===== src/sv/rme_pkg.sv =====
// Shared types, constants and fixed-point helpers for rotation_matrix_to_euler.
// Used by rme_isqrt, rme_cordic and the top level; no dependencies.
package rme_pkg;

  // CORDIC datapath width: Q28 operands with gain headroom, angles up to 3pi/2
  localparam int CD_W     = 34;
  localparam int CD_PER   = 2;    // CORDIC iterations per pipeline stage
  localparam int TAB_LEN  = 24;

  // Restoring square root of a 57-bit operand, 29 result bits
  localparam int SQRT_STEPS = 29;
  localparam int SQRT_PER   = 4;
  localparam int SQRT_W     = 58;
  localparam int SQRT_ST    = (SQRT_STEPS + SQRT_PER - 1) / SQRT_PER;

  typedef logic signed [CD_W-1:0] cd_t;

  localparam cd_t PI_Q30      = 34'sd3373259426;
  localparam cd_t HALF_PI_Q30 = 34'sd1686629713;

  typedef enum logic [1:0] {
    CASE_GEN1   = 2'd0,
    CASE_GEN2   = 2'd1,
    CASE_LOCK_M = 2'd2,
    CASE_LOCK_P = 2'd3
  } case_t;

  // Item side data carried alongside the square-root stages
  typedef struct packed {
    logic signed [16:0] zy;
    logic signed [16:0] zx;
    logic signed [15:0] m23;
    logic signed [15:0] m33;
    logic signed [15:0] s;
    logic               lkm;
    logic               lkp;
  } side_t;

  // atan(2^-i) in Q30
  function automatic cd_t atan_tab(input logic [4:0] i);
    cd_t v;
    unique case (i)
      5'd0:  v = 34'sh03243F6A8;
      5'd1:  v = 34'sh01DAC6705;
      5'd2:  v = 34'sh00FADBAFC;
      5'd3:  v = 34'sh007F56EA6;
      5'd4:  v = 34'sh003FEAB76;
      5'd5:  v = 34'sh001FFD55B;
      5'd6:  v = 34'sh000FFFAAA;
      5'd7:  v = 34'sh0007FFF55;
      5'd8:  v = 34'sh0003FFFEA;
      5'd9:  v = 34'sh0001FFFFD;
      5'd10: v = 34'sh0000FFFFF;
      5'd11: v = 34'sh00007FFFF;
      5'd12: v = 34'sh00003FFFF;
      5'd13: v = 34'sh00001FFFF;
      5'd14: v = 34'sh00000FFFF;
      5'd15: v = 34'sh000007FFF;
      5'd16: v = 34'sh000003FFF;
      5'd17: v = 34'sh000001FFF;
      5'd18: v = 34'sh000000FFF;
      5'd19: v = 34'sh0000007FF;
      5'd20: v = 34'sh0000003FF;
      5'd21: v = 34'sh0000001FF;
      5'd22: v = 34'sh0000000FF;
      5'd23: v = 34'sh00000007F;
      default: v = '0;
    endcase
    return v;
  endfunction

  // Q2.14 value (17-bit signed) to Q28 CORDIC operand
  function automatic cd_t to_q30(input logic signed [16:0] v);
    return {{(CD_W-31){v[16]}}, v, 14'b0};
  endfunction

  // Q30 to Q4.12, round half away from zero, saturate
  function automatic logic signed [15:0] to_q12(input cd_t v);
    logic [CD_W-1:0] m;
    logic [CD_W-1:0] r;
    logic signed [15:0] res;
    m = v[CD_W-1] ? CD_W'(-v) : CD_W'(v);
    r = (m + CD_W'(1 << 17)) >> 18;
    if (v[CD_W-1]) begin
      if (r > CD_W'(32768)) res = -16'sd32768;
      else res = -$signed(r[15:0]);
    end else begin
      if (r > CD_W'(32767)) res = 16'sd32767;
      else res = $signed(r[15:0]);
    end
    return res;
  endfunction

endpackage


===== src/sv/rme_isqrt.sv =====
// Pipelined restoring integer square root, SQRT_PER bits per stage.
// Depends on rme_pkg; stage enables come from the top-level flow control.
module rme_isqrt (
  input  logic                            clk,
  input  logic [rme_pkg::SQRT_ST-1:0]     en,
  input  logic [56:0]                     n_i,
  output logic [28:0]                     root_o
);

  localparam int NST = rme_pkg::SQRT_ST;
  localparam int W   = rme_pkg::SQRT_W;

  logic [W-1:0] n_r [NST];
  logic [W-1:0] r_r [NST];

  genvar j;
  generate
    for (j = 0; j < NST; j++) begin : g_st
      logic [W-1:0] n_nxt;
      logic [W-1:0] r_nxt;

      // SQRT_PER result bits per stage
      always_comb begin
        logic [W-1:0] b;
        logic [W-1:0] rb;
        if (j == 0) begin
          n_nxt = {1'b0, n_i};
          r_nxt = '0;
        end else begin
          n_nxt = n_r[(j == 0) ? 0 : j-1];
          r_nxt = r_r[(j == 0) ? 0 : j-1];
        end
        for (int k = 0; k < rme_pkg::SQRT_PER; k++) begin
          if (j*rme_pkg::SQRT_PER + k < rme_pkg::SQRT_STEPS) begin
            b  = W'(1) << (2*(rme_pkg::SQRT_STEPS - 1 - (j*rme_pkg::SQRT_PER + k)));
            rb = r_nxt + b;
            if (n_nxt >= rb) begin
              n_nxt = n_nxt - rb;
              r_nxt = (r_nxt >> 1) + b;
            end else begin
              r_nxt = r_nxt >> 1;
            end
          end
        end
      end

      always_ff @(posedge clk) begin
        if (en[j]) begin
          n_r[j] <= n_nxt;
          r_r[j] <= r_nxt;
        end
      end
    end
  endgenerate

  assign root_o = r_r[NST-1][28:0];

endmodule


===== config.mk =====
export PLATFORM = sky130hd
export DESIGN_NAME = rme_isqrt
export DESIGN_NICKNAME = d
export VERILOG_FILES = /design/src/sv/rme_pkg.sv /design/src/sv/rme_isqrt.sv
export SDC_FILE = /design/constraint.sdc
export NUM_CORES = 2
export LEC_CHECK = 0
export BUFFER_PORTS_ARGS = -buffer_cell sky130_fd_sc_hd__buf_2
export CAP_MARGIN = 20
export CELL_PAD_IN_SITES_DETAIL_PLACEMENT = 1
export CELL_PAD_IN_SITES_GLOBAL_PLACEMENT = 2
export CORE_MARGIN = 2
export CORE_UTILIZATION = 35
export CTS_CLUSTER_DIAMETER = 50
export DETAILED_ROUTE_END_ITERATION = 7
export GPL_ROUTABILITY_DRIVEN = 0
export HOLD_SLACK_MARGIN = 0.15
export PLACE_DENSITY = 0.7
export SLEW_MARGIN = 30
export SYNTH_ARGS = -nofsm -noshare
export SYNTH_HDL_FRONTEND = slang
export SYNTH_SLANG_ARGS = --single-unit

===== constraint.sdc =====
create_clock -name clk -period 15.4 [get_ports clk]
set_input_delay 0.77 -clock clk [delete_from_list [all_inputs] [get_ports clk]]
set_output_delay 0.77 -clock clk [all_outputs]
set_load 0.01 [all_outputs]

# After elaboration in Yosys (flattened, before gate mapping)
# Memories as Yosys holds them, arrays and structs flattened.
# Index checks and enable logic that the tools add are counted.
[totals]
latch_bits = 0
ram_bits = 928
register_bits = 0
elab_cells = 190
n_memories = 2
rom_bits = 0
output_inout_bits = 29
[mem_list]
columns = ["memory", "depth", "word_bits", "read_ports", "rd_clocked_by_memory_dff", "write_ports", "line", "rtl"]
rows = [
  ["n_r", 8, 58, 7, 0, 8, "rme_isqrt.sv:13", "logic [W-1:0] n_r [NST];"],
  ["r_r", 8, 58, 8, 0, 8, "rme_isqrt.sv:14", "logic [W-1:0] r_r [NST];"],
]
[classes]
bitwise_logic = 0
multipliers = 0
div = 0
eq_ne = 0
n_reduce_logical = 0
addsub = 85
n_shift = 0
mux = 74
order_cmp = 29
[op_table]
columns = ["cell", "n"]
rows = [
  ["58-bit 2-to-1 mux", 57],
  ["58-bit greater-or-equal comparator", 28],
  ["58-bit subtractor", 28],
  ["57-bit by 1-bit adder with 58-bit output, second input constant", 1],
  ["57-bit by 11-bit adder with 58-bit output, second input constant", 1],
  ["57-bit by 13-bit adder with 58-bit output, second input constant", 1],
  ["57-bit by 15-bit adder with 58-bit output, second input constant", 1],
  ["57-bit by 17-bit adder with 58-bit output, second input constant", 1],
  ["57-bit by 19-bit adder with 58-bit output, second input constant", 1],
  ["57-bit by 21-bit adder with 58-bit output, second input constant", 1],
  ["57-bit by 23-bit adder with 58-bit output, second input constant", 1],
  ["57-bit by 25-bit adder with 58-bit output, second input constant", 1],
  ["57-bit by 27-bit adder with 58-bit output, second input constant", 1],
  ["57-bit by 29-bit adder with 58-bit output, second input constant", 1],
  ["57-bit by 3-bit adder with 58-bit output, second input constant", 1],
  ["57-bit by 31-bit adder with 58-bit output, second input constant", 1],
  ["57-bit by 33-bit adder with 58-bit output, second input constant", 1],
  ["57-bit by 35-bit adder with 58-bit output, second input constant", 1],
  ["57-bit by 37-bit adder with 58-bit output, second input constant", 1],
  ["57-bit by 39-bit adder with 58-bit output, second input constant", 1],
  ["57-bit by 41-bit adder with 58-bit output, second input constant", 1],
  ["57-bit by 43-bit adder with 58-bit output, second input constant", 1],
  ["57-bit by 45-bit adder with 58-bit output, second input constant", 1],
  ["57-bit by 47-bit adder with 58-bit output, second input constant", 1],
  ["other kinds (39)", 54],
]

# Depth between registers and ports, before layout
# An unclocked memory read counts as a cell.
[depth]
depth_word = 13
depth_mapped = 67

# Least setup slack after synthesis
# OpenSTA, ideal clock, no wires.
[synth_path]
path_type = "register to register"
startpoint = "memory n_r[5][34] (netlist bit)"
endpoint = "memory n_r[6][47] (netlist bit) (data pin)"
arrival_time_ns = 13.324
path_buffers = 14
path_stages_with_launch = 61
path_slack_ns = 1.808
path_cell_list = "edfxtp_1 > buf_2 > or4_4 > or3_1 > clkbuf_1 > or4_4 > nor3_4 > nand2_2 > buf_6 > clkbuf_1 > buf_1 > clkbuf_1 > nor2_1 > a21oi_1 > ha_1 > clkbuf_1 > and3_1 > nand2_1 > (+25 left out) > nand2_1 > inv_2 > clkbuf_1 > buf_1 > nand2_1 > o21ai_0 > ha_1 > nand2_1 > or4_1 > nor4_2 > and3b_1 > nor3_2 > o21ai_1 > a2111o_1 > a211oi_2 > buf_4 > nand4_1 > xor2_1"
[synth_lines]
columns = ["item", "line"]
rows = [
  ["start, declared", "rme_isqrt.sv:13"],
]

==> summary.txt <==
First-pass GRT wire length = 343000 um
Fillers = 19390
IO Count = 95
#FFs+latches synth = 547
Clock Latency Late Sink = 0.72 ns
Clk_skew = 0.05074 ns
Crit path largest cell delay = 0.51 ns
Vias in the first global route = 54530
Critical path type = flip-flop to flip-flop
CTS max path bufs = 3
Core area = 163000 um^2
Slowest CP cell = ha_1
Post-Syn Area = 57440 um^2
Final wirelength = 228000 um
Max-cap violation count = 0
Die ar. = 167400 um^2
1st-iter DRT viols = 3592
Utilization after layout = 39.05%
Dominant synthesized flop cell = edfxtp_1
Initial core utilization = 35.25%
Drt wl/cell = 24.87 um
Via density = 5.873
Global-route usage over all layers = 26.41%
Final Hold Fails = 0
Drt first pass iters = 5
Crit path required time = 15.85 ns
Setup Viol. Count Final = 0
Cells after Synth = 6884
Synth warn = 0
Initial antenna violation count = 8
Syn_area_per_cell = 8.344 um^2
Sink Count = 547
Nets = 7458
Clock slew at reported path FFs = 0.06 ns
Distinct cells, synth = 118
Die H = 409.1 um
Min Hold Slack = 0.2361 ns
CTS tree = done
Post-synth EDFFs = 547
Period utilization = 95.77%
Area Growth Syn to Fin = 10.77%
Root buffer cell = clkbuf_16
Slew at the pin closest to its max-slew limit = 1.081 ns
Setup crit start kind = flip-flop
Max_slew headroom = 26.97%
Fraction of registers with async set/reset = 0%
# rows = 148
CTS Buf Count = 90
Port Buffers = 94
Share of cells above drive strength 1 = 8.114%
Worst Setup End Kind = flip-flop
DRC viols = 0
Sequential area share after synthesis = 28.60%
Slew Limit Fails = 0
Grt ovf = 0
Largest net degree at the start of global routing = 71
H-tree depth = 3
Die W = 409.1 um
Hold crit path type = primary input to flip-flop
CP max FO = 39
Total number of vias = 53850
ANT nets after route = 0
Arrival time of the worst setup path = 15.20 ns
Peak Freq = 0.06780 GHz
Tmin final = 14.75 ns
Commonest cells after routing, fill and taps aside = a21oi_1 (663), nor2_1 (645), edfxtp_1 (547)
HPWL after detailed placement = 189100 um
Leading cell type in the layout, fill and taps excluded = a21oi_1
Post-Syn Nets = 7427
Status = completed
worst paths after layout:
path | start | to | slack (ns) | cells past startpoint
max | r_r[1][82] | n_r[6][46] | 0.65 | 59
min | n_i[48] | n_r[0][48] | 0.24 | 1
max reg2reg | r_r[1][82] | n_r[6][46] | 0.65 | 59
min reg2reg | r_r[1][78] | r_r[1][132] | 0.42 | 0
flip-flops by register name, indices dropped and copies added (netlist names):
name  cells
r_r     141
n_r     406
timing repair:
item,in CTS,in global routing
endpoints found under the setup margin,0,116
endpoints found under the hold margin,0,0
setup buffers,0,2
gates resized for setup,0,21
hold buffers,0,0
critical path, delay by kind of cell (launching register included):
family | cells | cell delay, ns
flip-flops | 1 | 0.40
adder cells (fa/ha/maj) | 4 | 1.67
AO/OA/AOI/OAI | 31 | 7.87
buffers and inverters | 7 | 1.54
XOR/XNOR | 1 | 0.19
AND/OR/NAND/NOR | 16 | 2.77
kinds of logic after synthesis:
family | after synthesis | synth area share [%]
adder cells (fa/ha/maj) | 477 | 10.39
buffers and inverters | 579 | 3.932
AO/OA/AOI/OAI | 2024 | 23.01
XOR/XNOR | 659 | 10.05
AND/OR/NAND/NOR | 2521 | 22.58
multiplexers | 77 | 1.444
flip-flops | 547 | 28.60
layout make-up:
cell class                      count  area (um^2)  area share (%)
Clock inverter                     68        835.8           1.314
Multi-Input combinational cell   5758        38850           61.05
Antenna cell                        5        12.51         0.01966
Clock buffer                       97         2278           3.581
Timing Repair Buffer              188         1260           1.980
Inverter                          330         1250           1.964
Sequential cell                   547        16430           25.81
Tap cell                         2175         2721           4.277
through the flow:
| step | cells | worst slack [ns] | instance area, um^2 | setup TNS (ns) |
|---|---|---|---|---|
| finish | 9168 | 0.6509 | 63630 | 0 |
| global route | 9165 | -0.02959 | 63620 | -0.08278 |
| CTS | 9161 | 0.3377 | 63500 | 0 |
| detailed placement | 8996 | 0.4384 | 60390 | 0 |
| global placement | 8996 | 0.7080 | 60380 | 0 |
| floorplan | 6884 | 1.808 | 57440 | 0 |
synthesized netlist by cell type (70+ instances only):
cell type  instances  share of area (%)
a21o_1           268                3.5
a21oi_1          664                5.8
and2_1            72               0.78
and3_1            75               0.82
clkbuf_1         181                1.2
edfxtp_1         547                 29
ha_1             477                 10
inv_1            315                2.1
nand2_1          547                3.6
nand2b_1          86               0.94
nand3_1          200                1.7
nand4_1          160                1.7
nor2_1           645                4.2
nor3_1           171                1.5
nor4_1           129                1.4
o21a_1            70               0.91
o21ai_0          330                2.9
o31ai_1           72               0.94
xnor2_1          398                6.1
xor2_1           261                4.0
routing by layer:
metal | part of all wire [%] | wire length (um) | up-vias | GRT usage, %
met2 | 47 | 108300 | 984 | 44.89
met4 | 2.9 | 6526 | 2 | 7.499
li1 | - | - | 25890 | -
met1 | 46 | 105400 | 26700 | 35.53
met3 | 3.4 | 7759 | 271 | 2.428
met5 | 0.0057 | 13 | - | 0
Power is left out: the tool's default activity adds up to more than one toggle a clock period on the data nets, which glitch-free logic cannot reach.
