## config.mk

```make
export PLATFORM = sky130hd
export DESIGN_NAME = rme_cordic
export DESIGN_NICKNAME = d
export VERILOG_FILES = /design/src/sv/rme_pkg.sv /design/src/sv/rme_cordic.sv
export SDC_FILE = /design/constraint.sdc
export NUM_CORES = 2
export LEC_CHECK = 0
export BUFFER_PORTS_ARGS = -buffer_cell sky130_fd_sc_hd__buf_2
export CORE_MARGIN = 1
export CORE_UTILIZATION = 40
export DETAILED_ROUTE_END_ITERATION = 10
export PLACE_DENSITY_LB_ADDON = 0.05
export SYNTH_ARGS = -nofsm -noshare
export SYNTH_HDL_FRONTEND = slang
export SYNTH_SLANG_ARGS = --single-unit
```

## constraint.sdc

```tcl
create_clock -name clk -period 12.5 [get_ports clk]
set_input_delay 2.5 -clock clk [delete_from_list [all_inputs] [get_ports clk]]
set_output_delay 2.5 -clock clk [all_outputs]
set_load 0.01 [all_outputs]
```

## src/sv/rme_pkg.sv

```systemverilog
// Shared types, constants and fixed-point helpers for rotation_matrix_to_euler.
// Used by rme_isqrt, rme_cordic and the top level; no dependencies.
package rme_pkg;

  // CORDIC datapath width: Q28 operands with gain headroom, angles up to 3pi/2
  localparam int CD_W     = 34;
  localparam int CD_PER   = 2;    // CORDIC iterations per pipeline stage
  localparam int TAB_LEN  = 24;

  // Restoring square root of a 57-bit operand, 29 result bits
  localparam int SQRT_STEPS = 29;
  localparam int SQRT_PER   = 4;
  localparam int SQRT_W     = 58;
  localparam int SQRT_ST    = (SQRT_STEPS + SQRT_PER - 1) / SQRT_PER;

  typedef logic signed [CD_W-1:0] cd_t;

  localparam cd_t PI_Q30      = 34'sd3373259426;
  localparam cd_t HALF_PI_Q30 = 34'sd1686629713;

  typedef enum logic [1:0] {
    CASE_GEN1   = 2'd0,
    CASE_GEN2   = 2'd1,
    CASE_LOCK_M = 2'd2,
    CASE_LOCK_P = 2'd3
  } case_t;

  // Item side data carried alongside the square-root stages
  typedef struct packed {
    logic signed [16:0] zy;
    logic signed [16:0] zx;
    logic signed [15:0] m23;
    logic signed [15:0] m33;
    logic signed [15:0] s;
    logic               lkm;
    logic               lkp;
  } side_t;

  // atan(2^-i) in Q30
  function automatic cd_t atan_tab(input logic [4:0] i);
    cd_t v;
    unique case (i)
      5'd0:  v = 34'sh03243F6A8;
      5'd1:  v = 34'sh01DAC6705;
      5'd2:  v = 34'sh00FADBAFC;
      5'd3:  v = 34'sh007F56EA6;
      5'd4:  v = 34'sh003FEAB76;
      5'd5:  v = 34'sh001FFD55B;
      5'd6:  v = 34'sh000FFFAAA;
      5'd7:  v = 34'sh0007FFF55;
      5'd8:  v = 34'sh0003FFFEA;
      5'd9:  v = 34'sh0001FFFFD;
      5'd10: v = 34'sh0000FFFFF;
      5'd11: v = 34'sh00007FFFF;
      5'd12: v = 34'sh00003FFFF;
      5'd13: v = 34'sh00001FFFF;
      5'd14: v = 34'sh00000FFFF;
      5'd15: v = 34'sh000007FFF;
      5'd16: v = 34'sh000003FFF;
      5'd17: v = 34'sh000001FFF;
      5'd18: v = 34'sh000000FFF;
      5'd19: v = 34'sh0000007FF;
      5'd20: v = 34'sh0000003FF;
      5'd21: v = 34'sh0000001FF;
      5'd22: v = 34'sh0000000FF;
      5'd23: v = 34'sh00000007F;
      default: v = '0;
    endcase
    return v;
  endfunction

  // Q2.14 value (17-bit signed) to Q28 CORDIC operand
  function automatic cd_t to_q30(input logic signed [16:0] v);
    return {{(CD_W-31){v[16]}}, v, 14'b0};
  endfunction

  // Q30 to Q4.12, round half away from zero, saturate
  function automatic logic signed [15:0] to_q12(input cd_t v);
    logic [CD_W-1:0] m;
    logic [CD_W-1:0] r;
    logic signed [15:0] res;
    m = v[CD_W-1] ? CD_W'(-v) : CD_W'(v);
    r = (m + CD_W'(1 << 17)) >> 18;
    if (v[CD_W-1]) begin
      if (r > CD_W'(32768)) res = -16'sd32768;
      else res = -$signed(r[15:0]);
    end else begin
      if (r > CD_W'(32767)) res = 16'sd32767;
      else res = $signed(r[15:0]);
    end
    return res;
  endfunction

endpackage

```

## src/sv/rme_cordic.sv

```systemverilog
// Pipelined vectoring CORDIC atan2 with Q30 angle accumulator.
// Depends on rme_pkg; stage enables come from the top-level flow control.
module rme_cordic #(
  parameter int STEPS = 14
) (
  input  logic                                              clk,
  input  logic [(STEPS+rme_pkg::CD_PER-1)/rme_pkg::CD_PER-1:0] en,
  input  rme_pkg::cd_t                                      y_i,
  input  rme_pkg::cd_t                                      x_i,
  output rme_pkg::cd_t                                      ang_o
);

  localparam int NST = (STEPS + rme_pkg::CD_PER - 1) / rme_pkg::CD_PER;

  rme_pkg::cd_t x_r [NST];
  rme_pkg::cd_t y_r [NST];
  rme_pkg::cd_t a_r [NST];
  logic         z_r [NST];

  genvar j;
  generate
    for (j = 0; j < NST; j++) begin : g_st
      rme_pkg::cd_t x_nxt, y_nxt, a_nxt;
      logic         z_nxt;

      always_comb begin
        rme_pkg::cd_t nx, ny;
        int i;
        if (j == 0) begin
          // zero vector flag and half-plane pre-rotation
          z_nxt = (x_i == '0) && (y_i == '0);
          if (x_i[rme_pkg::CD_W-1]) begin
            a_nxt = y_i[rme_pkg::CD_W-1] ? -rme_pkg::PI_Q30 : rme_pkg::PI_Q30;
            x_nxt = -x_i;
            y_nxt = -y_i;
          end else begin
            a_nxt = '0;
            x_nxt = x_i;
            y_nxt = y_i;
          end
        end else begin
          z_nxt = z_r[(j == 0) ? 0 : j-1];
          a_nxt = a_r[(j == 0) ? 0 : j-1];
          x_nxt = x_r[(j == 0) ? 0 : j-1];
          y_nxt = y_r[(j == 0) ? 0 : j-1];
        end
        for (int k = 0; k < rme_pkg::CD_PER; k++) begin
          i = j*rme_pkg::CD_PER + k;
          if (i < STEPS && i < rme_pkg::TAB_LEN) begin
            if (!y_nxt[rme_pkg::CD_W-1]) begin
              nx    = x_nxt + (y_nxt >>> i);
              ny    = y_nxt - (x_nxt >>> i);
              a_nxt = a_nxt + rme_pkg::atan_tab(5'(i));
            end else begin
              nx    = x_nxt - (y_nxt >>> i);
              ny    = y_nxt + (x_nxt >>> i);
              a_nxt = a_nxt - rme_pkg::atan_tab(5'(i));
            end
            x_nxt = nx;
            y_nxt = ny;
          end
        end
      end

      always_ff @(posedge clk) begin
        if (en[j]) begin
          x_r[j] <= x_nxt;
          y_r[j] <= y_nxt;
          a_r[j] <= a_nxt;
          z_r[j] <= z_nxt;
        end
      end
    end
  endgenerate

  assign ang_o = z_r[NST-1] ? '0 : a_r[NST-1];

endmodule

```

Word-level counts from Yosys, hierarchy flattened
Memories as Yosys holds them, arrays and structs flattened.
Cells that the tools add are included.
{"block": "op_classes", "n_mux": 89, "n_reduce_logical": 3, "addsub": 85}
{"op": "$mux W34", "count": 75}
{"op": "$sub A34 B34 Y34", "count": 16}
{"op": "$add A34 B34 Y34", "count": 15}
{"op": "$add A34 B21 Y34", "count": 2}
{"op": "$add A34 B22 Y34", "count": 2}
{"op": "$add A34 B23 Y34", "count": 2}
{"op": "$add A34 B24 Y34", "count": 2}
{"op": "$add A34 B25 Y34", "count": 2}
{"op": "$add A34 B26 Y34", "count": 2}
{"op": "$add A34 B27 Y34", "count": 2}
{"op": "$add A34 B28 Y34", "count": 2}
{"op": "$add A34 B29 Y34", "count": 2}
{"op": "$add A34 B30 Y34", "count": 2}
{"op": "$add A34 B31 Y34", "count": 2}
{"op": "$add A34 B32 Y34", "count": 2}
{"op": "$add A34 B33 Y34", "count": 2}
{"op": "$logic_not A34 Y1", "count": 2}
{"op": "$neg A34 Y34", "count": 2}
{"op": "$sub A34 B21 Y34", "count": 2}
{"op": "$sub A34 B22 Y34", "count": 2}
{"op": "$sub A34 B23 Y34", "count": 2}
{"op": "$sub A34 B24 Y34", "count": 2}
{"op": "$sub A34 B25 Y34", "count": 2}
{"op": "$sub A34 B26 Y34", "count": 2}
{"op": "other kinds (9)", "count": 29}
{"block": "totals", "mem_bits_rw": 721, "elab_cells": 181, "in_bits": 76, "n_memories": 4, "out_inout_bits": 34, "register_bits": 0}
{"name": "a_r", "depth": 7, "width": 34, "read_ports": 7, "rd_ports_with_merged_regs": 0, "write_ports": 7, "line_no": "rme_cordic.sv:17", "text": "rme_pkg::cd_t a_r [NST];"}
{"name": "x_r", "depth": 7, "width": 34, "read_ports": 6, "rd_ports_with_merged_regs": 0, "write_ports": 7, "line_no": "rme_cordic.sv:15", "text": "rme_pkg::cd_t x_r [NST];"}
{"name": "y_r", "depth": 7, "width": 34, "read_ports": 6, "rd_ports_with_merged_regs": 0, "write_ports": 7, "line_no": "rme_cordic.sv:16", "text": "rme_pkg::cd_t y_r [NST];"}
{"name": "z_r", "depth": 7, "width": 1, "read_ports": 7, "rd_ports_with_merged_regs": 0, "write_ports": 7, "line_no": "rme_cordic.sv:18", "text": "logic z_r [NST];"}

Logic depth before layout (Yosys ltp)
{"block": "logic_depth", "word_depth": 7, "mapped_depth": 43, "mapped_depth_nobuf": 40}

Worst setup path before layout
OpenSTA, ideal clock, no wires.
{"block": "synth_timing", "path_type": "in2reg", "startpoint": "input port x_i[0]", "endpoint": "memory y_r[0][33] (netlist name) (data pin)", "path_slack_ns": 2.174, "arrival_time_ns": 10.064, "t_required_ns": 12.238, "path_buffers": 3, "path_stages": 42, "cell_sequence": "inv_1 ha_1 nand2b_1 or4_1 nor2_1 nand4b_1 nor2_1 nand2_1 nor3_1 nor2_1 xor2_1 ha_1 clkbuf_1 inv_1 a21oi_1 o21bai_1 a221o_1 nor4_1 [6 not listed] clkbuf_1 nor2_1 xor2_1 ha_1 a21o_1 a21oi_1 o21bai_1 a211oi_1 a21oi_1 o2111ai_1 a21boi_0 o311a_1 o221a_2 o21ai_0 nand2b_1 a21oi_1 o21ai_0 xor2_1"}
{"element": "start: declaration", "line_no": "rme_cordic.sv:9", "text": "input rme_pkg::cd_t x_i,"}
{"element": "end: declaration", "line_no": "rme_cordic.sv:16"}

==> results.py <==
metrics = {
    "clocking": {
        "clock-root-buffer": "clkbuf_16",
        "numCtsBuffers": 84,
        "insertion_delay_ns": 0.74,
        "clk_path_buf_depth": 3,
        "h-tree-depth": 3,
        "clkSinkCount": 629,
        "cts_tree": "built",
        "cts_resized": 0,
        "cts_hold_buf": 0,
        "clk_pin_slew_ns": 0.06,
        "post_cts_buffers": 0,
    },
    "routing": {
        "vias_per_cell": 5.67,
        "postRouteAntennaNets": 0,
        "wl_per_cell_um": 20.1,
        "totalWireLength_mm": 289,
        "first_iter_violations": 4923,
        "drc_errors": 0,
        "vias": 81300,
        "dr.pass1.iters": 6,
    },
    "sta": {
        "finClkSkew_ns": 0.0372,
        "fmax_ghz": 0.0884,
        "rsz0062_at_grt": "false",
        "hold_violations": 0,
        "period_minus_slack_ns": 11.31,
        "slew_viol_final": 0,
        "relSlewSlack_pct": 23.2,
        "fin_tns_setup_ns": 0,
        "tightest_slew_ns": 1.15,
        "setup_violations": 0,
        "period_share_pct": 90.5,
    },
    "global_routing": {
        "grt_pass1_wl_mm": 445,
        "met3_usage_pct": 1.87,
        "grt_overflow": 0,
        "busiest_layer": "met2",
        "grtUsageMet2_pct": 43.3,
        "grt_usage_pct": 24.2,
        "antenna_found_initial": 6,
        "gr-usage-met1_pct": 31.0,
        "grt_pass1_vias": 77300,
        "grt_max_degree": 68,
    },
    "synth": {
        "synth_async_sr_flop_share_pct": 0,
        "netlist-cell-type-count": 104,
        "syn_area_per_cell_um2": 8.20,
        "synthTopCellsByArea": "edfxtp_1 21%, ha_1 17%, xnor2_1 11%",
        "synth-seq-cells": 629,
        "synth_top_area_cell": "edfxtp_1",
        "synth_flop_cell": "edfxtp_1",
        "ys_seq_area_share_pct": 20.6,
        "synth_warnings": 0,
        "netlist_area_um2": 91800,
        "syn_inst": 11200,
        "synth_fp_nets": 12600,
        "yosysTopAreaCellShare_pct": 20.6,
        "synth_edf_count": 629,
    },
    "outcome": {
        "status": "complete, no violations",
    },
    "layout": {
        "layout-drive-gt1-share_pct": 4.26,
        "n_fill_cell": 22900,
        "final_nets": 12700,
        "area_growth_pct": 7.56,
        "final_cells": 14300,
    },
    "setup_path": {
        "endpoint": "y_r[0][33]",
        "crit_path_top_delay_cell": "nor4_1",
        "crit_type": "in2reg",
        "reg2reg_depth": 34,
        "r2r_slack_ns": 1.94,
        "slowest_delay_ns": 0.57,
        "r2r-end": "x_r[3][32]",
        "critPathRequiredTime_ns": 12.96,
        "worstSetupEndpointType": "flop",
        "r2r_start": "x_r[2][12]",
        "start_kind": "primary input",
        "crit_family": "compound AO/OA/AOI/OAI gates",
        "worst-path-buf-inv": 6,
        "arrival_ns": 11.77,
        "cp_max_fo": 10,
        "startpoint": "x_i[0]",
        "crit_cells": 41,
    },
    "hold_path": {
        "hold_path.class": "reg2reg",
    },
    "floorplan": {
        "die_x_um": 481,
        "ios": 110,
        "dieHeight_um": 481,
        "die_area_um2": 231000,
        "core_area_um2": 228000,
        "std_cell_rows": 175,
        "start_util_pct": 40.3,
    },
    "place": {
        "place_congestion": 0.911,
        "dpl.cell_count": 14200,
        "hpwl_mm": 243,
        "port_buffers": 108,
    },
    "job": {
        "max_cap_viol_count": 0,
    },
}
==> worst min path at each step <==
stage	start	end	slack, ns	depth (start not counted)
floorplan	z_r[0]	z_r[1]	0.40	0
global placement	z_r[1]	z_r[2]	0.41	0
detailed placement	z_r[1]	z_r[2]	0.41	0
CTS	z_r[1]	z_r[2]	0.41	0
global route	z_r[4]	z_r[5]	0.43	0
finish	z_r[1]	z_r[2]	0.42	0
==> worst register-to-register path: cells and delay by family (launching register included) <==
family | cells | cell delay [ns]
simple gates | 5 | 2.02
mux | 1 | 0.20
xor+xnor | 3 | 0.68
flops | 1 | 0.49
compound gates | 21 | 5.69
buf+inv | 2 | 0.42
fa+ha+maj | 2 | 0.82
==> layout by cell type, fill, tap and decap left out, types with 129 or more instances in the layout <==
cell | netlist | layout
o21a_1 | 203 | 203
o21bai_1 | 129 | 129
nand3_1 | 191 | 191
nor2_1 | 1101 | 1101
a31oi_1 | 130 | 130
inv_1 | 612 | 612
o21ai_0 | 615 | 615
xor2_1 | 529 | 526
nand2_1 | 605 | 605
a21oi_1 | 1047 | 1047
ha_1 | 1274 | 1274
a21o_1 | 412 | 412
nor3_1 | 350 | 350
edfxtp_1 | 629 | 629
xnor2_1 | 1123 | 1121
nand2b_1 | 189 | 189
nor2b_1 | 216 | 216
==> kinds of logic after synthesis <==
family | share of synthesized area, %
AND/OR/NAND/NOR | 18.5
AO/OA/AOI/OAI | 23.2
XOR/XNOR | 15.8
adder cells (fa/ha/maj) | 18.1
buffers and inverters | 3.32
flip-flops | 20.6
multiplexers | 0.498
other | 0.00409
==> cell type report <==
cell class                 instances  area (µm²)  area share, %
antenna                            4        10.0         0.0101
clock buffer                      92        2150           2.18
clock inverter                    60         564          0.572
inverter                         619        2320           2.35
multi-input combinational       9756       69900           70.8
sequential                       629       18900           19.1
tap                             3009        3760           3.81
timing repair buffer             180        1100           1.11
==> synthesized netlist by cell type, types with 108 or more instances <==
cell      number
nor2_1      1101
nand3_1      191
a31oi_1      130
a21o_1       412
o21bai_1     129
xor2_1       529
nor3_1       350
nor2b_1      216
clkbuf_1     159
a21oi_1     1047
nand2_1      605
o21a_1       203
ha_1        1274
o31ai_1      108
and3_1       109
o21ai_0      615
xnor2_1     1123
edfxtp_1     629
or3_1        128
nand2b_1     189
inv_1        612
==> through the flow <==
step | cell area (µm²) | hold slack [ns] | utilization, % | setup WS [ns]
floorplan | 91800 | 0.400 | - | 2.17
global placement | 96000 | 0.409 | 42.2 | 0.682
detailed placement | 96000 | 0.406 | 42.2 | 0.747
CTS | 98700 | 0.411 | 43.4 | 1.48
global route | 98700 | 0.429 | 43.4 | 0.600
finish | 98700 | 0.417 | 43.4 | 1.19
==> sequential cells by signal (all words and copies together) (netlist names) <==
register	flops
a_r	226
y_r	204
x_r	192
z_r	7
==> metal layers <==
layer,vias up,wire [µm]
li1,41200,-
met1,38500,132000
met2,1375,142000
met3,278,8940
met4,0,6800
met5,-,0
Power is left out: the tool's default activity adds up to more than one toggle a clock period on the data nets, which glitch-free logic cannot reach.
